--- src/design/slfa_pkg.sv ---
// ----------------------------------------------------------------------------
// slfa_pkg: shared types and constants for the sorted-list fit allocator
// Block table geometry, transaction payloads, operation and status codes.
// ----------------------------------------------------------------------------
package slfa_pkg;

    localparam int MAX_BLOCKS        = 32;
    localparam int HEADER_BYTES      = 16;
    localparam int POOL_HEADER_BYTES = 32;
    localparam int POOL_LIMIT        = 32768;
    localparam int POOL_RESET        = 4096;

    localparam int AW = $clog2(MAX_BLOCKS);      // table index width
    localparam int CW = $clog2(MAX_BLOCKS + 1);  // block count width

    localparam logic       OP_ALLOC = 1'b0;
    localparam logic       OP_FREE  = 1'b1;

    localparam logic [1:0] ST_OK      = 2'd0;
    localparam logic [1:0] ST_NOFIT   = 2'd1;
    localparam logic [1:0] ST_BADADDR = 2'd2;

    localparam logic [1:0] FIT_FIRST = 2'd0;
    localparam logic [1:0] FIT_BEST  = 2'd1;
    localparam logic [1:0] FIT_WORST = 2'd2;

    localparam logic [1:0] CFG_FIT_MODE   = 2'd0;
    localparam logic [1:0] CFG_POOL_BYTES = 2'd1;

    typedef struct packed {
        logic        operation;
        logic [15:0] request_size;
        logic [15:0] release_address;
    } t_req;

    typedef struct packed {
        logic [15:0] user_address;
        logic [1:0]  status;
    } t_rsp;

    typedef struct packed {
        logic [15:0] start;
        logic [15:0] length;
        logic        used;
    } t_entry;

    // verdict of the compare unit on one table entry
    typedef struct packed {
        logic        take;   // entry becomes the current pick
        logic        stop;   // scan can end here
        logic [15:0] usable; // length minus header
    } t_evl;

endpackage

--- src/design/slfa_table.sv ---
// ----------------------------------------------------------------------------
// slfa_table: block table storage
// One write port and one read port with registered read data.
// ----------------------------------------------------------------------------
module slfa_table (
    input  logic                     i_clk,
    input  logic                     i_we,
    input  logic [slfa_pkg::AW-1:0]  i_waddr,
    input  slfa_pkg::t_entry         i_wdata,
    input  logic [slfa_pkg::AW-1:0]  i_raddr,
    output slfa_pkg::t_entry         o_rdata
);

    slfa_pkg::t_entry r_mem [slfa_pkg::MAX_BLOCKS];
    slfa_pkg::t_entry r_rdata;

    always_ff @(posedge i_clk) begin
        if (i_we) begin
            r_mem[i_waddr] <= i_wdata;
        end
        r_rdata <= r_mem[i_raddr];
    end

    assign o_rdata = r_rdata;

endmodule

--- src/design/slfa_eval.sv ---
// ----------------------------------------------------------------------------
// slfa_eval: shared compare unit
// Judges one table entry against the request during a scan.
// ----------------------------------------------------------------------------
module slfa_eval (
    input  slfa_pkg::t_entry i_entry,
    input  logic             i_op,
    input  logic [15:0]      i_req_size,
    input  logic [15:0]      i_rel_addr,
    input  logic [1:0]       i_fit_mode,
    input  logic             i_have,
    input  logic [15:0]      i_pick_use,
    output slfa_pkg::t_evl   o_evl
);

    logic [15:0] usable;
    logic        tiny;
    logic        fits;
    logic        better;
    logic        first_mode;
    logic        addr_hit;

    always_comb begin
        usable   = i_entry.length - 16'(slfa_pkg::HEADER_BYTES);
        tiny     = i_entry.length < 16'(slfa_pkg::HEADER_BYTES);
        fits     = !i_entry.used && !tiny && (usable >= i_req_size);
        addr_hit = i_entry.used &&
                   (({1'b0, i_entry.start} + 17'(slfa_pkg::HEADER_BYTES))
                    == {1'b0, i_rel_addr});
        case (i_fit_mode)
            slfa_pkg::FIT_BEST:  better = usable < i_pick_use;
            slfa_pkg::FIT_WORST: better = usable > i_pick_use;
            default:             better = 1'b0;
        endcase
        first_mode = !(i_fit_mode == slfa_pkg::FIT_BEST ||
                       i_fit_mode == slfa_pkg::FIT_WORST);

        o_evl.usable = usable;
        if (i_op == slfa_pkg::OP_FREE) begin
            o_evl.take = addr_hit;
            o_evl.stop = addr_hit;
        end else begin
            // ties keep the earlier block: strict compare only
            o_evl.take = fits && (!i_have || better);
            o_evl.stop = fits && !i_have && first_mode;
        end
    end

endmodule

--- src/design/sorted_list_fit_allocator_top.sv ---
// ----------------------------------------------------------------------------
// sorted_list_fit_allocator_top: heap allocator over an address-ordered table
// Allocate by first, best or worst fit with splitting; free with forward merge.
// ----------------------------------------------------------------------------
// Usage:
//   Command channel: drive i_req and raise start; the transaction is taken on
//   an edge with start high and busy low. busy stays high until the result.
//   Result channel: o_valid is high for one cycle with o_rsp; the receiver
//   cannot stall it, so it must sample that cycle.
//   Config: i_cfg_we with i_cfg_index / i_cfg_data, only while busy is low.
//   Index 0 is the fit mode, index 1 the pool size (reinitializes the table).
// Sequence, with N blocks in the table and the sequencer doing one table read
// and one table write per cycle (the table has one read and one write port):
//   allocate: scan of k entries (k <= N) and a plan step; a miss ends there,
//             otherwise the pick is marked used, after the tail is moved up
//             and the remainder block written if the block is split.
//   free:     scan of k entries; unless the hit is the last entry, the next
//             entry is read and, if free, merged in with the tail moved down.
//   The result is registered onto o_valid and o_rsp; one transaction at a time.
// Reset: table holds one free block of 4096 bytes at the pool header offset,
// fit mode first fit. No clearing pass is needed.
// ----------------------------------------------------------------------------
module sorted_list_fit_allocator_top (
    input  logic                i_clk,
    input  logic                i_rst_n,
    input  logic                start,
    output logic                busy,
    input  slfa_pkg::t_req      i_req,
    output logic                o_valid,
    output slfa_pkg::t_rsp      o_rsp,
    input  logic                i_cfg_we,
    input  logic [1:0]          i_cfg_index,
    input  logic [15:0]         i_cfg_data
);

    localparam int AW = slfa_pkg::AW;
    localparam int CW = slfa_pkg::CW;

    typedef enum logic [3:0] {
        S_IDLE, S_SCAN, S_PLAN, S_SHUP, S_SPLIT, S_AFIN, S_FRDN, S_FNXT, S_SHDN
    } t_state;

    t_state           r_state, n_state;
    logic [1:0]       r_fit, n_fit;
    logic [15:0]      r_pool, n_pool;
    logic [CW-1:0]    r_count, n_count;
    logic             r_fresh, n_fresh;
    logic             r_rd0;
    logic             r_valid, n_valid;
    slfa_pkg::t_rsp   r_rsp, n_rsp;
    logic             r_have, n_have;

    // payload registers
    logic             r_op, n_op;
    logic [15:0]      r_reqsz, n_reqsz;
    logic [15:0]      r_addr, n_addr;
    logic [AW-1:0]    r_chk, n_chk;
    logic [AW-1:0]    r_pidx, n_pidx;
    logic [15:0]      r_pstart, n_pstart;
    logic [15:0]      r_plen, n_plen;
    logic [15:0]      r_puse, n_puse;
    logic [15:0]      r_need, n_need;
    logic [15:0]      r_rest, n_rest;
    logic             r_split, n_split;
    logic [AW-1:0]    r_src, n_src;

    logic             we;
    logic [AW-1:0]    waddr;
    slfa_pkg::t_entry wdata;
    logic [AW-1:0]    raddr;
    slfa_pkg::t_entry ram_q;
    slfa_pkg::t_entry rd_entry;
    slfa_pkg::t_evl   evl;
    logic             last;
    logic [16:0]      pool_in;

    slfa_table u_table (
        .i_clk   (i_clk),
        .i_we    (we),
        .i_waddr (waddr),
        .i_wdata (wdata),
        .i_raddr (raddr),
        .o_rdata (ram_q)
    );

    // entry 0 reads as the pool block until first written after init
    always_comb begin
        if (r_rd0 && r_fresh) begin
            rd_entry.start  = 16'(slfa_pkg::POOL_HEADER_BYTES);
            rd_entry.length = r_pool;
            rd_entry.used   = 1'b0;
        end else begin
            rd_entry = ram_q;
        end
    end

    slfa_eval u_eval (
        .i_entry    (rd_entry),
        .i_op       (r_op),
        .i_req_size (r_reqsz),
        .i_rel_addr (r_addr),
        .i_fit_mode (r_fit),
        .i_have     (r_have),
        .i_pick_use (r_puse),
        .o_evl      (evl)
    );

    assign last    = (CW'(r_chk) + CW'(1)) == r_count;
    assign pool_in = {1'b0, i_cfg_data};

    always_comb begin
        n_state  = r_state;
        n_fit    = r_fit;
        n_pool   = r_pool;
        n_count  = r_count;
        n_fresh  = r_fresh;
        n_valid  = 1'b0;
        n_rsp    = r_rsp;
        n_have   = r_have;
        n_op     = r_op;
        n_reqsz  = r_reqsz;
        n_addr   = r_addr;
        n_chk    = r_chk;
        n_pidx   = r_pidx;
        n_pstart = r_pstart;
        n_plen   = r_plen;
        n_puse   = r_puse;
        n_need   = r_need;
        n_rest   = r_rest;
        n_split  = r_split;
        n_src    = r_src;
        we       = 1'b0;
        waddr    = r_pidx;
        wdata    = rd_entry;
        raddr    = '0;

        if (i_cfg_we) begin
            case (i_cfg_index)
                slfa_pkg::CFG_FIT_MODE: n_fit = i_cfg_data[1:0];
                slfa_pkg::CFG_POOL_BYTES: begin
                    n_pool  = (pool_in > 17'(slfa_pkg::POOL_LIMIT)) ?
                              16'(slfa_pkg::POOL_LIMIT) : i_cfg_data;
                    n_fresh = 1'b1;
                    n_count = CW'(1);
                end
                default: ;
            endcase
        end

        case (r_state)
            S_IDLE: begin
                if (start) begin
                    n_op    = i_req.operation;
                    n_reqsz = i_req.request_size;
                    n_addr  = i_req.release_address;
                    n_have  = 1'b0;
                    n_chk   = '0;
                    raddr   = '0;
                    n_state = S_SCAN;
                end
            end
            S_SCAN: begin
                if (evl.take) begin
                    n_have   = 1'b1;
                    n_pidx   = r_chk;
                    n_pstart = rd_entry.start;
                    n_plen   = rd_entry.length;
                    n_puse   = evl.usable;
                end
                if (r_op == slfa_pkg::OP_FREE) begin
                    if (evl.take) begin
                        n_state = S_FRDN;
                    end else if (last) begin
                        n_valid = 1'b1;
                        n_rsp   = '{user_address: 16'd0, status: slfa_pkg::ST_BADADDR};
                        n_state = S_IDLE;
                    end else begin
                        raddr = r_chk + AW'(1);
                        n_chk = r_chk + AW'(1);
                    end
                end else begin
                    if (evl.stop || last) begin
                        n_state = S_PLAN;
                    end else begin
                        raddr = r_chk + AW'(1);
                        n_chk = r_chk + AW'(1);
                    end
                end
            end
            S_PLAN: begin
                n_need  = r_reqsz + 16'(slfa_pkg::HEADER_BYTES);
                n_rest  = r_plen - n_need;
                n_split = (n_rest > 16'(slfa_pkg::HEADER_BYTES)) &&
                          (r_count < CW'(slfa_pkg::MAX_BLOCKS));
                if (!r_have) begin
                    n_valid = 1'b1;
                    n_rsp   = '{user_address: 16'd0, status: slfa_pkg::ST_NOFIT};
                    n_state = S_IDLE;
                end else if (n_split) begin
                    if ((CW'(r_pidx) + CW'(1)) < r_count) begin
                        // open a slot by moving the tail up, last entry first
                        raddr   = AW'(r_count - CW'(1));
                        n_src   = AW'(r_count - CW'(1));
                        n_state = S_SHUP;
                    end else begin
                        n_state = S_SPLIT;
                    end
                end else begin
                    n_state = S_AFIN;
                end
            end
            S_SHUP: begin
                we    = 1'b1;
                waddr = r_src + AW'(1);
                wdata = rd_entry;
                if (r_src > (r_pidx + AW'(1))) begin
                    raddr = r_src - AW'(1);
                    n_src = r_src - AW'(1);
                end else begin
                    n_state = S_SPLIT;
                end
            end
            S_SPLIT: begin
                we      = 1'b1;
                waddr   = r_pidx + AW'(1);
                wdata   = '{start: r_pstart + r_need, length: r_rest, used: 1'b0};
                n_count = r_count + CW'(1);
                n_state = S_AFIN;
            end
            S_AFIN: begin
                we      = 1'b1;
                waddr   = r_pidx;
                wdata   = '{start: r_pstart, length: (r_split ? r_need : r_plen),
                            used: 1'b1};
                n_valid = 1'b1;
                n_rsp   = '{user_address: r_pstart + 16'(slfa_pkg::HEADER_BYTES),
                            status: slfa_pkg::ST_OK};
                n_state = S_IDLE;
            end
            S_FRDN: begin
                if ((CW'(r_pidx) + CW'(1)) < r_count) begin
                    raddr   = r_pidx + AW'(1);
                    n_state = S_FNXT;
                end else begin
                    we      = 1'b1;
                    waddr   = r_pidx;
                    wdata   = '{start: r_pstart, length: r_plen, used: 1'b0};
                    n_valid = 1'b1;
                    n_rsp   = '{user_address: 16'd0, status: slfa_pkg::ST_OK};
                    n_state = S_IDLE;
                end
            end
            S_FNXT: begin
                we    = 1'b1;
                waddr = r_pidx;
                if (!rd_entry.used) begin
                    wdata = '{start: r_pstart, length: r_plen + rd_entry.length,
                              used: 1'b0};
                    if ((CW'(r_pidx) + CW'(2)) < r_count) begin
                        // close the gap: move the tail down one entry at a time
                        raddr   = r_pidx + AW'(2);
                        n_src   = r_pidx + AW'(2);
                        n_state = S_SHDN;
                    end else begin
                        n_count = r_count - CW'(1);
                        n_valid = 1'b1;
                        n_rsp   = '{user_address: 16'd0, status: slfa_pkg::ST_OK};
                        n_state = S_IDLE;
                    end
                end else begin
                    wdata   = '{start: r_pstart, length: r_plen, used: 1'b0};
                    n_valid = 1'b1;
                    n_rsp   = '{user_address: 16'd0, status: slfa_pkg::ST_OK};
                    n_state = S_IDLE;
                end
            end
            S_SHDN: begin
                we    = 1'b1;
                waddr = r_src - AW'(1);
                wdata = rd_entry;
                if ((CW'(r_src) + CW'(1)) < r_count) begin
                    raddr = r_src + AW'(1);
                    n_src = r_src + AW'(1);
                end else begin
                    n_count = r_count - CW'(1);
                    n_valid = 1'b1;
                    n_rsp   = '{user_address: 16'd0, status: slfa_pkg::ST_OK};
                    n_state = S_IDLE;
                end
            end
            default: n_state = S_IDLE;
        endcase

        if (we && (waddr == '0)) begin
            n_fresh = 1'b0;
        end
    end

    always_ff @(posedge i_clk) begin
        if (!i_rst_n) begin
            r_state <= S_IDLE;
            r_fit   <= slfa_pkg::FIT_FIRST;
            r_pool  <= 16'(slfa_pkg::POOL_RESET);
            r_count <= CW'(1);
            r_fresh <= 1'b1;
            r_valid <= 1'b0;
            r_rsp   <= '0;
            r_have  <= 1'b0;
        end else begin
            r_state <= n_state;
            r_fit   <= n_fit;
            r_pool  <= n_pool;
            r_count <= n_count;
            r_fresh <= n_fresh;
            r_valid <= n_valid;
            r_rsp   <= n_rsp;
            r_have  <= n_have;
        end
    end

    always_ff @(posedge i_clk) begin
        r_rd0    <= (raddr == '0);
        r_op     <= n_op;
        r_reqsz  <= n_reqsz;
        r_addr   <= n_addr;
        r_chk    <= n_chk;
        r_pidx   <= n_pidx;
        r_pstart <= n_pstart;
        r_plen   <= n_plen;
        r_puse   <= n_puse;
        r_need   <= n_need;
        r_rest   <= n_rest;
        r_split  <= n_split;
        r_src    <= n_src;
    end

    assign busy    = (r_state != S_IDLE);
    assign o_valid = r_valid;
    assign o_rsp   = r_rsp;

    a_count_range: assert property (@(posedge i_clk) disable iff (!i_rst_n)
        (r_count != '0) && (r_count <= CW'(slfa_pkg::MAX_BLOCKS)))
        else $error("block count out of range");

    a_split_room: assert property (@(posedge i_clk) disable iff (!i_rst_n)
        (r_state == S_SPLIT) |-> (r_count < CW'(slfa_pkg::MAX_BLOCKS)))
        else $error("split with full table");

    a_pulse: assert property (@(posedge i_clk) disable iff (!i_rst_n)
        o_valid |=> !o_valid)
        else $error("result strobe longer than one cycle");

    a_fail_zero: assert property (@(posedge i_clk) disable iff (!i_rst_n)
        (o_valid && (o_rsp.status != slfa_pkg::ST_OK)) |-> (o_rsp.user_address == 16'd0))
        else $error("failed transaction carries an address");

    a_take_busy: assert property (@(posedge i_clk) disable iff (!i_rst_n)
        (start && !busy) |=> (busy && !o_valid))
        else $error("accepted command did not start the sequencer");

endmodule
--- config.mk ---
export PLATFORM = sky130hd
export DESIGN_NAME = sorted_list_fit_allocator_top
export DESIGN_NICKNAME = d
export VERILOG_FILES = /design/src/design/slfa_pkg.sv /design/src/design/slfa_table.sv /design/src/design/slfa_eval.sv /design/src/design/sorted_list_fit_allocator_top.sv
export SDC_FILE = /design/constraint.sdc
export NUM_CORES = 2
export LEC_CHECK = 0
export BUFFER_PORTS_ARGS = -buffer_cell sky130_fd_sc_hd__clkbuf_2
export CAP_MARGIN = 20
export CELL_PAD_IN_SITES_DETAIL_PLACEMENT = 0
export CELL_PAD_IN_SITES_GLOBAL_PLACEMENT = 1
export CORE_AREA = 4 4 380 382
export CTS_CLUSTER_DIAMETER = 120
export DETAILED_ROUTE_END_ITERATION = 10
export DIE_AREA = 0 0 384 386
export PLACE_DENSITY_LB_ADDON = 0.1
export RECOVER_POWER = 25
export REMOVE_ABC_BUFFERS = 1
export SKIP_CTS_REPAIR_TIMING = 1
export SYNTH_ARGS = -nofsm -noshare
export SYNTH_HDL_FRONTEND = slang
export SYNTH_SLANG_ARGS = --single-unit
--- constraint.sdc ---
create_clock -name i_clk -period 9.2 [get_ports i_clk]
set_clock_uncertainty 0.15 [all_clocks]
set_input_delay 2.3 -clock i_clk [delete_from_list [all_inputs] [get_ports i_clk]]
set_output_delay 2.3 -clock i_clk [all_outputs]
set_load 0.01 [all_outputs]
==> metrics.md <==
| Metric | Value |
|---|---|
| RSZ-0062 raised after global routing | `false` |
| Maxcap violations | `13` |
| Worst EP required | `9.69 ns` |
| Area grow syn2layout | `13.01%` |
| Crit-path slowest cell | `clkbuf_1` |
| Layout cells sized above 1 | `0.09526` |
| TritonCTS clock tree | `built` |
| Leading area contributor after synthesis | `edfxtp_1` |
| CP Cell Sequence | `and2_0, clkbuf_1, a21oi_1, nor3_1, nand3_1, xnor2_1, ha_1, nand4_1, a2111oi_0, o221a_1, a311o_1, o21a_4, nand2_8, buf_4, buf_4, a211oi_1, a211oi_1, nor4_1, a22oi_1` |
| Syn Area/Cell | `12.66 µm²` |
| Wire per inst | `30.08 µm` |
| Initial Utilization | `0.3975` |
| Nature of the critical path endpoint | `flip-flop` |
| Met1 usage | `0.3763` |
| DRT iter0 DRCs | `4072` |
| Top-Level Pins | `75` |
| Critical path peak fanout | `64` |
| Clk buf depth | `3` |
| Die H | `386 µm` |
| Post-synth EDFFs | `1181` |
| Slowest stage delay, CP | `0.94 ns` |
| CTS root buf | `clkbuf_16` |
| # nets final | `4651` |
| Setup Total Neg Slack | `0 ns` |
| Fillcell total | `12900` |
| Final std cells w/o fill | `6490` |
| Cts bufs inserted | `142` |
| Worst vdd ir | `0.0002111 V` |
| Synthesized area | `56070 µm²` |
| Final Wtd Congestion | `0.8800` |
| Area fraction of the dominant cell type after synthesis | `0.6325` |
| H-tree depth | `4` |
| Port bufs | `74` |
| GRT Resource Usage Total | `0.2586` |
| Number of global-route vias before repair | `36550` |
| DRC viols | `0` |
| Top delay family on crit path | `compound AO/OA/AOI/OAI gates` |
| Largest cells by area after synthesis | `edfxtp_1 63%, nand2_1 4.7%, a21oi_1 3.3%` |
| Clk Latency, worst-skew pair | `0.79 ns` |
| Half-perimeter wire length after placement | `111.4 mm` |
| Met3 Use GR | `0.04440` |
| Fin area | `63360 µm²` |
| Worst setup margin | `1.601 ns` |
| Post-Syn Instances | `4428` |
| Total grt overflow | `0` |
| Die area | `148200 µm²` |
| Initial DRT Pass Iterations | `6` |
| Final hold vios | `0` |
| Final wirelength | `195.2 mm` |
| CTS clk-pin slew, worst paths | `0.06 ns` |
| Slew @ Worst Pin | `2.148 ns` |
| Die Wd | `384 µm` |
| Yosys reg bits | `1264` |
| Commonest non-fill, non-tap cell in the layout | `edfxtp_1` |
| Fin. max-slew vios | `345` |
| WS Path Type | `reg -> reg` |
| Via density | `5.927` |
| Dominant synthesized flop cell | `edfxtp_1` |
| Violated checks | `max-capacitance violations, max-slew violations` |
| Synth cell types | `95` |
| Pwr Density | `302.4 nW/µm²` |
| Grt met2 use | `0.3952` |
| Arrival @ worst endpoint | `8.09 ns` |
| CP Buf/Inv Count | `3` |
| Outcome | `finished, violations left` |
| Initial antenna violation count | `4` |
| Most frequent cells in the layout | `1181 x edfxtp_1, 707 x nand2_1, 367 x a21oi_1` |
| Final setup violation count | `0` |
| Worst hold path type | `reg -> reg` |
| Via Count | `38470` |
| Row count | `138` |
| FMAX | `131.6 MHz` |
| Largest net degree at the start of global routing | `175` |
| WHS | `0.3496 ns` |
| Final period util | `0.8260` |
| Clock Sinks | `1264` |
| Post-synth ARST share | `0` |
| CP startpoint kind | `flip-flop` |
| Most used routing layer in global routing | `met2` |
| Dpl ws | `1.939 ns` |
| Leakage power | `0.02134 µW` |
| Slew HR | `-0.4322` |
| Antenna-violating nets left | `0` |
| Min Tclk post-route | `7.599 ns` |
| Cell Area, Placed | `59040 µm²` |
| Seq/Total Area, Yosys | `0.6621` |
| Placed cell count | `6226` |
| Core Area | `141100 µm²` |
| Synth warnings | `0` |
| First-pass GRT wire length | `276.1 mm` |
[registers in the layout, summed over array words and instances, names as in the netlist, 2 cells and up]
| signal | flops |
|---|---|
| r_count | 6 |
| r_plen | 16 |
| r_need | 16 |
| o_rsp | 18 |
| r_pidx | 5 |
| r_addr | 16 |
| r_pstart | 16 |
| r_src | 5 |
| r_puse | 12 |
| r_reqsz | 16 |
| u_table.o_rdata | 33 |
| r_state | 4 |
| r_fit | 2 |
| r_rest | 16 |
| r_pool | 16 |
| u_table.r_mem | 1056 |
| r_chk | 5 |
[synth_stat cells, types with 8 or more instances]
master / count
edfxtp_1: 1181
nand2_1: 707
a21oi_1: 368
a211oi_1: 163
clkbuf_1: 148
nor2_1: 144
a22oi_1: 109
ha_1: 109
buf_2: 108
o211ai_1: 104
nand3_1: 102
inv_1: 100
a31oi_1: 97
dfxtp_1: 83
o211a_1: 74
o21ai_0: 74
xnor2_1: 62
mux2i_1: 56
nor3_1: 53
nor2b_1: 48
nor4_1: 40
xor2_1: 36
a32oi_1: 33
a21o_1: 29
and3_1: 27
a221oi_1: 24
o21a_1: 21
and2_1: 19
a21boi_0: 16
buf_4: 16
o22ai_1: 16
nand4_1: 15
nand2b_1: 14
o31ai_1: 14
a211o_1: 13
mux2_2: 13
a222oi_1: 12
buf_1: 12
o221ai_1: 11
o21bai_1: 9
a32o_1: 8
or3_1: 8
[worst paths after layout]
check	slack (ns)	depth (start not counted)	endpoint	start
worst max-delay path	1.60	19	u_table.o_rdata[28]	r_fresh
worst min-delay path	0.35	2	o_rsp[1]	o_rsp[1]
worst max register to register	1.60	19	u_table.o_rdata[28]	r_fresh
worst min register to register	0.35	2	o_rsp[1]	o_rsp[1]
[worst min-delay path: cells and delay by family (launching register included)]
family / cells / cell delay, ns
DFF: 1 / 0.33
AOI/OAI and AO/OA: 1 / 0.07
buffers and inverters: 1 / 0.05
[power breakdown]
part / switching [µW] / leakage, µW / total, µW / internal (µW)
Sequential: 311 / 0.0115 / 7590 / 7280
Clock: 2350 / 0.00217 / 5480 / 3130
Combinational: 4310 / 0.00770 / 6090 / 1790
Total: 6970 / 0.0213 / 19200 / 12200
[cell type report]
cell class              instances  area (µm²)  area share
multi-input cells            2774       17690      0.2791
well taps                    1890        2365     0.03732
clock inverters                52       389.1    0.006141
inverters                     101       379.1    0.005983
clock buffers                 206        4051     0.06394
diodes                          2       5.005  0.00007898
repair buffers                201        1364     0.02152
flip-flops and latches       1264       37130      0.5859
[metrics by stage]
step           total power (µW)  utilization
2_1_floorplan             11630            -
5_1_grt                   20060       0.4491
6_report                  19160       0.4492
4_1_cts                   19280       0.4500
3_3_place_gp              13760       0.4183
3_5_place_dp              13790       0.4186
[per-layer routing]
metal / routed length [µm] / vias to the layer above / share of wire
li1: - / 17120 / -
met1: 87800 / 19640 / 0.45
met2: 87650 / 1466 / 0.45
met3: 14040 / 243 / 0.072
met4: 5721 / 0 / 0.029
met5: 0 / - / 0
[cell families after synthesis]
group / synth area share
compound gates: 0.1561
buf+inv: 0.03026
simple gates: 0.09747
fa+ha+maj: 0.02540
xor+xnor: 0.01573
flops: 0.6621
mux: 0.01288
No activity file was read; power rests on OpenSTA's default activity.
